==> src/hdl/kal_pkg.sv <==
package kal_pkg;

    // Fraction bits of the AR coefficient (fixed, independent of FRAC_BITS)
    localparam int GAIN_FRAC = 16;
    localparam int G2_W      = 18;

    // Configuration register indexes
    localparam int CFG_IDX_W = 3;
    localparam logic [CFG_IDX_W-1:0] REG_AR_GAIN     = 3'd0;
    localparam logic [CFG_IDX_W-1:0] REG_STATE_NOISE = 3'd1;
    localparam logic [CFG_IDX_W-1:0] REG_OBS_NOISE   = 3'd2;
    localparam logic [CFG_IDX_W-1:0] REG_OBS_OFFSET  = 3'd3;
    localparam logic [CFG_IDX_W-1:0] REG_INITIAL_VAR = 3'd4;

    // Reset values of the configuration registers
    localparam logic [16:0]        AR_GAIN_RST     = 17'd58982;
    localparam logic [30:0]        STATE_NOISE_RST = 31'd65536;
    localparam logic [30:0]        OBS_NOISE_RST   = 31'd65536;
    localparam logic signed [31:0] OBS_OFFSET_RST  = 32'sd0;
    localparam logic [30:0]        INITIAL_VAR_RST = 31'd65536;

    localparam logic signed [63:0] S32_MAX = 64'sh0000_0000_7FFF_FFFF;
    localparam logic signed [63:0] S32_MIN = -64'sh0000_0000_8000_0000;
    localparam logic signed [63:0] U31_MAX = 64'sh0000_0000_7FFF_FFFF;

    typedef struct packed {
        logic signed [31:0] sample;
        logic signed [31:0] drive;
        logic               first;
    } kal_in_t;

    typedef struct packed {
        logic signed [31:0] filtered_mean;
        logic [30:0]        filtered_var;
        logic signed [31:0] predicted_mean;
        logic [30:0]        predicted_var;
        logic               saturated;
    } kal_out_t;

    // Divider status towards the sequencer
    typedef struct packed {
        logic busy;
        logic done;
    } div_stat_t;

    typedef struct packed {
        logic [31:0] val;
        logic        clip;
    } sat_t;

    // Clamp to the signed 32-bit range
    function automatic sat_t sat_s32(input logic signed [63:0] x);
        sat_t r;
        r.clip = 1'b0;
        r.val  = x[31:0];
        if (x > S32_MAX)
        begin
            r.clip = 1'b1;
            r.val  = S32_MAX[31:0];
        end
        else if (x < S32_MIN)
        begin
            r.clip = 1'b1;
            r.val  = S32_MIN[31:0];
        end
        return r;
    endfunction

    // Clamp a non-negative value to 2^31-1
    function automatic sat_t sat_u31(input logic signed [63:0] x);
        sat_t r;
        r.clip = 1'b0;
        r.val  = x[31:0];
        if (x > U31_MAX)
        begin
            r.clip = 1'b1;
            r.val  = U31_MAX[31:0];
        end
        return r;
    endfunction

endpackage

==> src/hdl/kal_mul.sv <==
module kal_mul #(
    parameter int AW = 34,
    parameter int BW = 19
) (
    input  logic                    clk,
    input  logic signed [AW-1:0]    a,
    input  logic signed [BW-1:0]    b,
    output logic signed [AW+BW-1:0] prod
);

    // Shared signed multiplier, product registered
    logic signed [AW+BW-1:0] prod_reg;

    always_ff @(posedge clk)
    begin
        prod_reg <= a * b;
    end

    assign prod = prod_reg;

endmodule

==> src/hdl/kal_div.sv <==
module kal_div #(
    parameter int QW = 17
) (
    input  logic                  clk,
    input  logic                  rst_n,
    input  logic                  start,
    input  logic [30:0]           num,
    input  logic [31:0]           den,
    output kal_pkg::div_stat_t    stat,
    output logic [QW-1:0]         quo
);
    import kal_pkg::*;

    // Restoring divider for (num << (QW-1)) / den, one quotient bit per cycle.
    // The start cycle settles the integer bit, then QW-1 fraction steps follow.
    localparam int CW = $clog2(QW);
    localparam logic [CW-1:0] STEPS = CW'(QW - 1);

    logic [31:0]   rem_reg;
    logic [31:0]   den_reg;
    logic [QW-1:0] quo_reg;
    logic [CW-1:0] cnt_reg;
    logic          busy_reg;
    logic          done_reg;

    logic [32:0] trial;
    logic        ge;
    logic [32:0] diff;
    logic        ge0;

    // Integer bit at start
    assign ge0 = {1'b0, num} >= den;

    // One shift, compare and subtract step
    always_comb
    begin
        trial = {rem_reg, 1'b0};
        ge    = trial >= {1'b0, den_reg};
        diff  = trial - {1'b0, den_reg};
    end

    always_ff @(posedge clk or negedge rst_n)
    begin
        if (!rst_n)
        begin
            busy_reg <= 1'b0;
            done_reg <= 1'b0;
            cnt_reg  <= '0;
        end
        else
        begin
            done_reg <= 1'b0;
            if (start)
            begin
                busy_reg <= 1'b1;
                cnt_reg  <= STEPS;
            end
            else if (busy_reg)
            begin
                cnt_reg <= cnt_reg - 1'b1;
                if (cnt_reg == CW'(1))
                begin
                    busy_reg <= 1'b0;
                    done_reg <= 1'b1;
                end
            end
        end
    end

    always_ff @(posedge clk)
    begin
        if (start)
        begin
            den_reg <= den;
            quo_reg <= {{(QW-1){1'b0}}, ge0};
            rem_reg <= ge0 ? {1'b0, num - den[30:0]} : {1'b0, num};
        end
        else if (busy_reg)
        begin
            quo_reg <= {quo_reg[QW-2:0], ge};
            rem_reg <= ge ? diff[31:0] : trial[31:0];
        end
    end

    assign stat.busy = busy_reg;
    assign stat.done = done_reg;
    assign quo       = quo_reg;

    // A new division never starts on top of a running one
    a_no_restart: assert property (@(posedge clk) disable iff (!rst_n)
        start |-> !busy_reg)
        else $error("divider restarted while busy");

endmodule

==> src/hdl/scalar_kalman_forward_filter.sv <==
// One sample is processed at a time; the sample rate is limited by the one-bit-per-cycle
// gain divider and the single shared multiplier, and the division is skipped when the
// gain denominator is zero. A new sample is accepted only in the idle state. Values are Q16.16 by default.
// The next sample is taken while the last result still waits in the output register.
// Reset (rst_n, asynchronous, active low) loads the register defaults, mean 0 and
// variance equal to the default initial variance.
module scalar_kalman_forward_filter #(
    parameter int FRAC_BITS = 16
) (
    input  logic                         clk,
    input  logic                         rst_n,
    input  logic                         in_valid,
    output logic                         in_ready,
    input  kal_pkg::kal_in_t             in_data,
    output logic                         out_valid,
    input  logic                         out_ready,
    output kal_pkg::kal_out_t            out_data,
    input  logic                         cfg_valid,
    output logic                         cfg_ready,
    input  logic [kal_pkg::CFG_IDX_W-1:0] cfg_index,
    input  logic [31:0]                  cfg_data
);
    import kal_pkg::*;

    localparam int KW = FRAC_BITS + 1;
    localparam int AW = 34;
    localparam int BW = (KW + 1 > G2_W + 1) ? KW + 1 : G2_W + 1;
    localparam int PW = AW + BW;
    localparam logic [KW-1:0] K_ONE = {1'b1, {FRAC_BITS{1'b0}}};

    // Sequencer codes
    localparam logic [3:0] S_IDLE = 4'd0;
    localparam logic [3:0] S_GG   = 4'd1;
    localparam logic [3:0] S_GM   = 4'd2;
    localparam logic [3:0] S_GV   = 4'd3;
    localparam logic [3:0] S_PV   = 4'd4;
    localparam logic [3:0] S_DEN  = 4'd5;
    localparam logic [3:0] S_DIV  = 4'd6;
    localparam logic [3:0] S_KI   = 4'd7;
    localparam logic [3:0] S_OV   = 4'd8;
    localparam logic [3:0] S_NV   = 4'd9;
    localparam logic [3:0] S_DONE = 4'd10;

    logic [3:0]  state_reg;
    logic [3:0]  state_next;

    // Configuration
    logic [16:0]        ar_gain_reg;
    logic [30:0]        state_noise_var_reg;
    logic [30:0]        obs_noise_var_reg;
    logic signed [31:0] obs_offset_reg;
    logic [30:0]        initial_var_reg;

    // Filter state
    logic signed [31:0] mean_reg;
    logic [30:0]        var_reg;

    // Working registers
    logic signed [31:0] y_reg;
    logic signed [31:0] drive_reg;
    logic [G2_W-1:0]    g2_reg;
    logic signed [31:0] pm_reg;
    logic [30:0]        pv_reg;
    logic signed [33:0] innov_reg;
    logic [KW-1:0]      k_reg;
    logic signed [31:0] nm_reg;
    logic [30:0]        nv_reg;
    logic               clip_reg;
    logic               out_valid_reg;
    kal_out_t           out_reg;

    logic in_fire;
    logic cfg_fire;
    logic out_free;

    logic signed [AW-1:0] mul_a;
    logic signed [BW-1:0] mul_b;
    logic signed [PW-1:0] prod;
    logic signed [63:0]   prod_ext;

    sat_t               pm_sat;
    sat_t               pv_sat;
    sat_t               nm_sat;
    sat_t               nv_sat;
    logic [31:0]        den;
    logic signed [33:0] innov;

    logic               div_start;
    div_stat_t          div_stat;
    logic [KW-1:0]      div_quo;

    assign in_fire   = in_valid && in_ready;
    assign cfg_fire  = cfg_valid && cfg_ready;
    assign out_free  = !out_valid_reg || out_ready;
    assign in_ready  = (state_reg == S_IDLE);
    assign cfg_ready = 1'b1;
    assign out_valid = out_valid_reg;
    assign out_data  = out_reg;

    // Operand select for the shared multiplier
    always_comb
    begin
        mul_a = '0;
        mul_b = '0;
        unique case (state_reg)
            S_GG:
            begin
                mul_a = {{(AW-17){1'b0}}, ar_gain_reg};
                mul_b = {{(BW-17){1'b0}}, ar_gain_reg};
            end
            S_GM:
            begin
                mul_a = {{(AW-32){mean_reg[31]}}, mean_reg};
                mul_b = {{(BW-17){1'b0}}, ar_gain_reg};
            end
            S_GV:
            begin
                mul_a = {{(AW-31){1'b0}}, var_reg};
                mul_b = {{(BW-G2_W){1'b0}}, g2_reg};
            end
            S_KI:
            begin
                mul_a = innov_reg;
                mul_b = {{(BW-KW){1'b0}}, k_reg};
            end
            S_OV:
            begin
                mul_a = {{(AW-31){1'b0}}, obs_noise_var_reg};
                mul_b = {{(BW-KW){1'b0}}, k_reg};
            end
            default:
            begin
                mul_a = '0;
                mul_b = '0;
            end
        endcase
    end

    kal_mul #(
        .AW (AW),
        .BW (BW)
    ) u_mul (
        .clk  (clk),
        .a    (mul_a),
        .b    (mul_b),
        .prod (prod)
    );

    kal_div #(
        .QW (KW)
    ) u_div (
        .clk   (clk),
        .rst_n (rst_n),
        .start (div_start),
        .num   (pv_reg),
        .den   (den),
        .stat  (div_stat),
        .quo   (div_quo)
    );

    // Post-multiply arithmetic; signed sums keep the shifts arithmetic
    always_comb
    begin
        prod_ext = {{(64-PW){prod[PW-1]}}, prod};
        pm_sat   = sat_s32((prod_ext >>> GAIN_FRAC)
                           + $signed({{32{drive_reg[31]}}, drive_reg}));
        pv_sat   = sat_u31((prod_ext >>> GAIN_FRAC)
                           + {33'd0, state_noise_var_reg});
        nm_sat   = sat_s32((prod_ext >>> FRAC_BITS)
                           + $signed({{32{pm_reg[31]}}, pm_reg}));
        nv_sat   = sat_u31(prod_ext >>> FRAC_BITS);
        den      = {1'b0, pv_reg} + {1'b0, obs_noise_var_reg};
        innov    = {{2{y_reg[31]}}, y_reg}
                   - {{2{obs_offset_reg[31]}}, obs_offset_reg}
                   - {{2{pm_reg[31]}}, pm_reg};
    end

    assign div_start = (state_reg == S_DEN) && (den != 32'd0);

    // Sequencer
    always_comb
    begin
        state_next = state_reg;
        unique case (state_reg)
            S_IDLE: if (in_fire) state_next = S_GG;
            S_GG:   state_next = S_GM;
            S_GM:   state_next = S_GV;
            S_GV:   state_next = S_PV;
            S_PV:   state_next = S_DEN;
            S_DEN:  state_next = (den != 32'd0) ? S_DIV : S_KI;
            S_DIV:  if (div_stat.done) state_next = S_KI;
            S_KI:   state_next = S_OV;
            S_OV:   state_next = S_NV;
            S_NV:   state_next = S_DONE;
            S_DONE: if (out_free) state_next = S_IDLE;
            default: state_next = S_IDLE;
        endcase
    end

    // Control, configuration and filter state
    always_ff @(posedge clk or negedge rst_n)
    begin
        if (!rst_n)
        begin
            state_reg           <= S_IDLE;
            out_valid_reg       <= 1'b0;
            clip_reg            <= 1'b0;
            mean_reg            <= '0;
            var_reg             <= INITIAL_VAR_RST;
            ar_gain_reg         <= AR_GAIN_RST;
            state_noise_var_reg <= STATE_NOISE_RST;
            obs_noise_var_reg   <= OBS_NOISE_RST;
            obs_offset_reg      <= OBS_OFFSET_RST;
            initial_var_reg     <= INITIAL_VAR_RST;
        end
        else
        begin
            state_reg <= state_next;

            if (cfg_fire)
            begin
                unique case (cfg_index)
                    REG_AR_GAIN:     ar_gain_reg         <= cfg_data[16:0];
                    REG_STATE_NOISE: state_noise_var_reg <= cfg_data[30:0];
                    REG_OBS_NOISE:   obs_noise_var_reg   <= cfg_data[30:0];
                    REG_OBS_OFFSET:  obs_offset_reg      <= cfg_data;
                    REG_INITIAL_VAR: initial_var_reg     <= cfg_data[30:0];
                    default: ;
                endcase
            end

            // Restart before prediction
            if (in_fire && in_data.first)
            begin
                mean_reg <= '0;
                var_reg  <= initial_var_reg;
            end

            // Clip flag gathers over the step
            if (in_fire)
                clip_reg <= 1'b0;
            else if ((state_reg == S_GV && pm_sat.clip)
                     || (state_reg == S_PV && pv_sat.clip)
                     || (state_reg == S_OV && nm_sat.clip)
                     || (state_reg == S_NV && nv_sat.clip))
                clip_reg <= 1'b1;

            // Output slot and state commit
            if (state_reg == S_DONE && out_free)
            begin
                out_valid_reg <= 1'b1;
                mean_reg      <= nm_reg;
                var_reg       <= nv_reg;
            end
            else if (out_ready)
            begin
                out_valid_reg <= 1'b0;
            end
        end
    end

    // Datapath registers
    always_ff @(posedge clk)
    begin
        if (in_fire)
        begin
            y_reg     <= in_data.sample;
            drive_reg <= in_data.drive;
        end

        unique case (state_reg)
            S_GM:   g2_reg    <= prod[GAIN_FRAC +: G2_W];
            S_GV:   pm_reg    <= pm_sat.val;
            S_PV:   pv_reg    <= pv_sat.val[30:0];
            S_DEN:
            begin
                innov_reg <= innov;
                if (den == 32'd0)
                    k_reg <= '0;
            end
            S_DIV:  if (div_stat.done) k_reg <= div_quo;
            S_OV:   nm_reg    <= nm_sat.val;
            S_NV:   nv_reg    <= nv_sat.val[30:0];
            S_DONE:
            begin
                if (out_free)
                begin
                    out_reg.filtered_mean  <= nm_reg;
                    out_reg.filtered_var   <= nv_reg;
                    out_reg.predicted_mean <= pm_reg;
                    out_reg.predicted_var  <= pv_reg;
                    out_reg.saturated      <= clip_reg;
                end
            end
            default: ;
        endcase
    end

    // Updated variance is K times the observation noise with K at most one
    a_var_bound: assert property (@(posedge clk) disable iff (!rst_n)
        out_valid_reg |-> out_reg.filtered_var <= obs_noise_var_reg)
        else $error("filtered variance above observation noise");

    // Gain numerator never exceeds its denominator
    a_gain_bound: assert property (@(posedge clk) disable iff (!rst_n)
        div_stat.done |-> div_quo <= K_ONE)
        else $error("Kalman gain above one");

    // The sequencer never waits on an idle divider
    a_div_live: assert property (@(posedge clk) disable iff (!rst_n)
        state_reg == S_DIV |-> div_stat.busy || div_stat.done)
        else $error("waiting on a divider that is not running");

    // Mean changes only on restart or at commit
    a_mean_commit: assert property (@(posedge clk) disable iff (!rst_n)
        !$stable(mean_reg) |-> $past(state_reg == S_DONE || in_fire))
        else $error("filter mean changed outside commit");

endmodule

==> config.mk <==
export PLATFORM = sky130hd
export DESIGN_NAME = scalar_kalman_forward_filter
export DESIGN_NICKNAME = d
export VERILOG_FILES = /design/src/hdl/kal_pkg.sv /design/src/hdl/kal_mul.sv /design/src/hdl/kal_div.sv /design/src/hdl/scalar_kalman_forward_filter.sv
export SDC_FILE = /design/constraint.sdc
export NUM_CORES = 2
export LEC_CHECK = 0
export BUFFER_PORTS_ARGS = -buffer_cell sky130_fd_sc_hd__buf_2
export CAP_MARGIN = 20
export CORE_UTILIZATION = 62
export CTS_CLUSTER_DIAMETER = 150
export CTS_CLUSTER_SIZE = 28
export DETAILED_ROUTE_END_ITERATION = 8
export PLACE_DENSITY = 0.77
export RECOVER_POWER = 50
export SLEW_MARGIN = 10
export SYNTH_ARGS = -nofsm -noshare
export SYNTH_HDL_FRONTEND = slang
export SYNTH_HIERARCHICAL = 1
export SYNTH_SLANG_ARGS = --single-unit
==> constraint.sdc <==
create_clock -name clk -period 17.95 [get_ports clk]
set_clock_uncertainty 0.2 [all_clocks]
set_input_delay 0.8975 -clock clk [delete_from_list [all_inputs] [get_ports clk]]
set_output_delay 0.8975 -clock clk [all_outputs]
set_load 0.01 [all_outputs]
Word-level counts from Yosys, hierarchy flattened --
Index checks and enable logic that the tools add are counted.
Operators by class: add/subtract/negate cells 9, multipliers 1, magnitude comparators 8, eq/ne operators 19, multiplexer cells 38, reductions and logical operators 32
Operators with widths (number):
- 34-bit one-hot mux with 5 select lines | 1
- 32-bit 2-to-1 mux | 5
- 31-bit 2-to-1 mux | 3
- 37-bit by 32-bit adder with 38-bit output | 2
- 38-bit by 32-bit greater-than comparator with 1-bit output, second input constant | 2
- 38-bit by 32-bit less-than comparator with 1-bit output, second input constant | 2
- 33-bit 2-to-1 mux | 2
- 18-bit one-hot mux with 3 select lines | 1
- 34-bit by 19-bit multiplier with 53-bit output | 1
- 48-bit by 31-bit adder with 49-bit output | 1
- 49-bit by 31-bit greater-than comparator with 1-bit output, second input constant | 1
- 4-bit one-hot mux with 11 select lines | 1
- 37-bit by 32-bit greater-than comparator with 1-bit output, second input constant | 1
- 17-bit 2-to-1 mux | 2
- 17-bit one-hot mux with 2 select lines | 1
- 33-bit by 32-bit subtractor with 34-bit output | 1
- 33-bit by 32-bit >= comparator with 1-bit output | 1
- 32-bit by 32-bit subtractor with 33-bit output | 1
- 31-bit by 31-bit adder with 32-bit output | 1
- 31-bit by 32-bit >= comparator with 1-bit output | 1
- 32-bit zero test | 1
- 32-bit nonzero test | 1
- 32-bit subtractor | 1
- 31-bit subtractor | 1
- 23 further kinds | 72
Word-level totals: register bits 738, output and inout bits 130

Logic depth before layout (Yosys ltp) --
word-level depth 10, gate-level depth with buffers 32, gate-level depth less buffers 28

Cells and area by module --
Netlist, hierarchy kept.
By module, submodules not included:
- scalar_kalman_forward_filter | times used 1, cells an instance 2694, area an instance 31656.6 um^2, seq. area each 16887.4 um^2
- kal_mul | times used 1, cells an instance 2469, area an instance 23251.0 um^2, seq. area each 1061.0 um^2
- kal_div | times used 1, cells an instance 855, area an instance 7464.7 um^2, seq. area each 2447.3 um^2

Worst setup path after synthesis --
No wires, ideal clock.
path type register to register, start point reg state_reg[3], end point reg u_mul.prod_reg[47] (netlist: u_mul/prod[47]), setup time 140 ps, arrival 8929 ps, data required time 17610 ps, slack 8681 ps, stages on the path, launching flop included 31, path buffers 6, clock period less this slack 9269 ps, cell sequence dfrtp_1 -> clkbuf_1 -> or2_2 -> clkbuf_1 -> nor2_1 -> clkbuf_1 -> buf_1 -> a22oi_1 -> nand2_1 -> clkbuf_1 -> clkbuf_1 -> nand2_1 -> fa_1 -> fa_1 -> inv_1 -> fa_1 -> inv_1 -> fa_1 -> fa_1 -> inv_1 -> fa_1 -> ha_1 -> ha_1 -> a21o_1 -> a21o_1 -> a21o_1 -> a311o_1 -> a311oi_4 -> a21oi_1 -> nor4_1 -> a311oi_1
Between the ends: elaborated cells on any way between the ends 10, those cells by class mul (1); eq/ne (5); mux (2); reduce/logical (2)
RTL lines:
- start, declared | RTL line scalar_kalman_forward_filter.sv:44 | logic [3:0] state_reg;
- start signal, assigned | RTL line scalar_kalman_forward_filter.sv:218 | state_reg <= state_next;
- 4-bit equality test (tied with other cells) | RTL line scalar_kalman_forward_filter.sv:105 | unique case (state_reg)
- 34-bit one-hot mux with 5 select lines (*) | RTL line scalar_kalman_forward_filter.sv:105
- named net mul_a[19] | RTL line scalar_kalman_forward_filter.sv:76 | logic signed [AW-1:0] mul_a;
- 34-bit by 19-bit multiplier with 53-bit output (*) | RTL line kal_mul.sv:16 | prod_reg <= a * b;
- end signal, assigned | RTL line kal_mul.sv:16
- end, declared | RTL line kal_mul.sv:12 | logic signed [AW+BW-1:0] prod_reg;
Mark *: on every way through the listed nets, which the timed path passes. The rest lies on a longest branch. A chain may end at the register's enable or synchronous reset.

Final worst setup path --
start point reg state_reg[2], end point reg u_mul.prod_reg[51] (netlist: u_mul/prod[51])
Same word-level chain as after synthesis.

==> flow_metrics.env <==
export IMPL_status="finished with violations"
export IMPL_violations="max-capacitance violations, max-slew violations"
export IMPL_io_pins=235
export IMPL_fin_setup_tns_ps=0
export IMPL_rsz0062_at_grt="false"
export IMPL_whs_ps=191.0
export IMPL_endpoint="u_mul/prod[51]"
export IMPL_cts_root_buf="clkbuf_16"
export IMPL_r2r_end="u_mul/prod[51]"
export IMPL_reg2reg_from="state_reg[2]"
export IMPL_crit_top_cell="fa_1"
export IMPL_first_iter_violations=4983
export IMPL_cts_resized=0
export IMPL_crit_path_end_kind="register"
export IMPL_grt_use_met2_pct=55.64
export IMPL_timing_critical_path_arrival_ps=12070
export IMPL_cts_hold_buf=0
export IMPL_cts_setup_buffers=0
export IMPL_cts_sinks=722
export IMPL_grt_busiest_layer="met2"
export IMPL_core_um2=98710
export IMPL_globalplace_congestion=1.001
export IMPL_grt_pass1_vias=45690
export IMPL_worst_pin_slew_ps=5707
export IMPL_rows=115
export IMPL_grt_pass1_wl_mm=276.0
export IMPL_min_period_ps=11690
export IMPL_die_y_um=318.0
export IMPL_layout_setup_ws_ps=6261
export IMPL_syn_inst=5982
export IMPL_crit_path_start="state_reg[2]"
export IMPL_syn_cell_area_um2=61910
export IMPL_use_met1_pct=51.20
export IMPL_die_w_um=318.0
export IMPL_die_area_um2=101100
export IMPL_pre_cts_ws_ps=7593
export IMPL_ant_nets=0
export IMPL_numCtsBuffers=29
export IMPL_maxSlewHeadroom_pct=-280.4
export IMPL_slew_viol_final=507
export IMPL_reg2reg_slack_ps=6260
export IMPL_worst_path_max_fanout=48
export IMPL_ctsLongestPathBuffers=3
export IMPL_placed_area_um2=64390
export IMPL_avgSynthCellArea_um2=10.35
export IMPL_met3_usage_pct=5.808
export IMPL_port_buffers=233
export IMPL_fin_area_um2=65090
export IMPL_antenna_found_initial=11
export IMPL_track_usage_pct=35.73
export IMPL_worstHoldPathType="in -> reg"
export IMPL_maxCapViolations=13
export IMPL_period_share_pct=65.12
export IMPL_wl_mm=179.8
export IMPL_finalHoldViolations=0
export IMPL_max_freq_mhz=85.55
export IMPL_path_depth=24
export IMPL_crit_buf_inv=3
export IMPL_post_route_drc_count=0
export IMPL_start_util_pct=62.72
export IMPL_yosys_warnings=6
export IMPL_clk_latency_ps=680
export IMPL_grt_max_degree=101
export IMPL_cts_reportedPaths_clkPinSlew_ps=120
export IMPL_worstPathRequired_ps=18330
export IMPL_critPathKind="reg -> reg"
export IMPL_dp_hpwl_mm=136.8
export IMPL_ff2ff_path_depth=24
export IMPL_drive_above_1_share_pct=8.602
export IMPL_drt_pass1_iter_count=8
export IMPL_crit_family="adder cells"
export IMPL_slowest_delay_ps=2070
export IMPL_synthToLayoutAreaGrowth_pct=5.137
export IMPL_num_vias=46340
export IMPL_crit_chain="nand2b_1, nor3_1, clkbuf_1, a22oi_1, nand3_1, and2_1, fa_1, fa_1, inv_1, fa_1, inv_1, fa_1, fa_1, fa_1, fa_1, ha_1, nand2_1, nor2_1, o2111ai_1, a21oi_1, o2111ai_1, a2111oi_0, o22ai_1, xnor2_1"
export IMPL_final_setup_viol_count=0
export IMPL_min_from="in_data[56]"
export IMPL_cpMaxStageDelayCell="clkbuf_1"
export IMPL_cts_tree="built"
export IMPL_via_per_inst=6.265
export IMPL_critPathLaunchType="register"
export IMPL_largest_reg_flops=127
export IMPL_grt_overflow=0
export IMPL_routedWlPerCell_um=24.31
export IMPL_htree_num_levels=1
export IMPL_nets=7226
==> layout make-up <==
cell class / count / area (um2)
Inverter: 816 / 3063
Clock inverter: 2 / 17.52
Sequential cell: 722 / 20080
Clock buffer: 52 / 812.0
Multi-Input combinational cell: 4211 / 37920
Fill cell: 7737 / 33620
Antenna cell: 6 / 15.01
Timing Repair Buffer: 300 / 1573
Tap cell: 1287 / 1610
==> worst min-delay path by stage <==
stage	slack, ps	cells after the start	to
2_1_floorplan	230	0	out_data[0]
3_3_place_gp	230	0	out_data[73]
3_5_place_dp	230	0	out_data[73]
4_1_cts	80	1	initial_var_reg[20]
5_1_grt	180	1	y_reg[29]
6_report	190	1	y_reg[23]
==> layer usage <==
| layer | up-vias | wire, um |
|---|---|---|
| met5 | - | 92 |
| met3 | 414 | 17000 |
| met2 | 2335 | 81080 |
| li1 | 20350 | - |
| met1 | 23230 | 74020 |
| met4 | 14 | 7576 |
==> per-stage QoR <==
step                      utilization [%]  cells
final                               65.94   7396
after global routing                65.93   7390
after CTS                           66.07   7385
after detailed placement            65.23   7331
after global placement              65.19   7329
after floorplan                         -   5989
==> cells in the final DEF, fill, tap and decap left out, drive strengths merged, types with 15 or more instances in the layout <==
cell,count
a21o,152
and3,39
a211oi,50
o21bai,33
mux2i,66
dfrtp,205
nand2,593
and2,330
a21oi,271
xor2,88
o31ai,26
or2,43
a22oi,64
edfxtp,451
ha,379
clkbuf,121
dfxtp,53
a2111oi,15
nor2,219
mux2,148
nand4,24
buf,231
a31oi,30
a22o,32
o21a,46
nor2b,60
o21ai,260
fa,662
o211ai,27
nand3,91
xnor2,138
nor3,50
nand2b,42
a222oi,17
inv,817
Power is left out: the tool's default activity adds up to more than one toggle a clock period on the data nets, which glitch-free logic cannot reach.
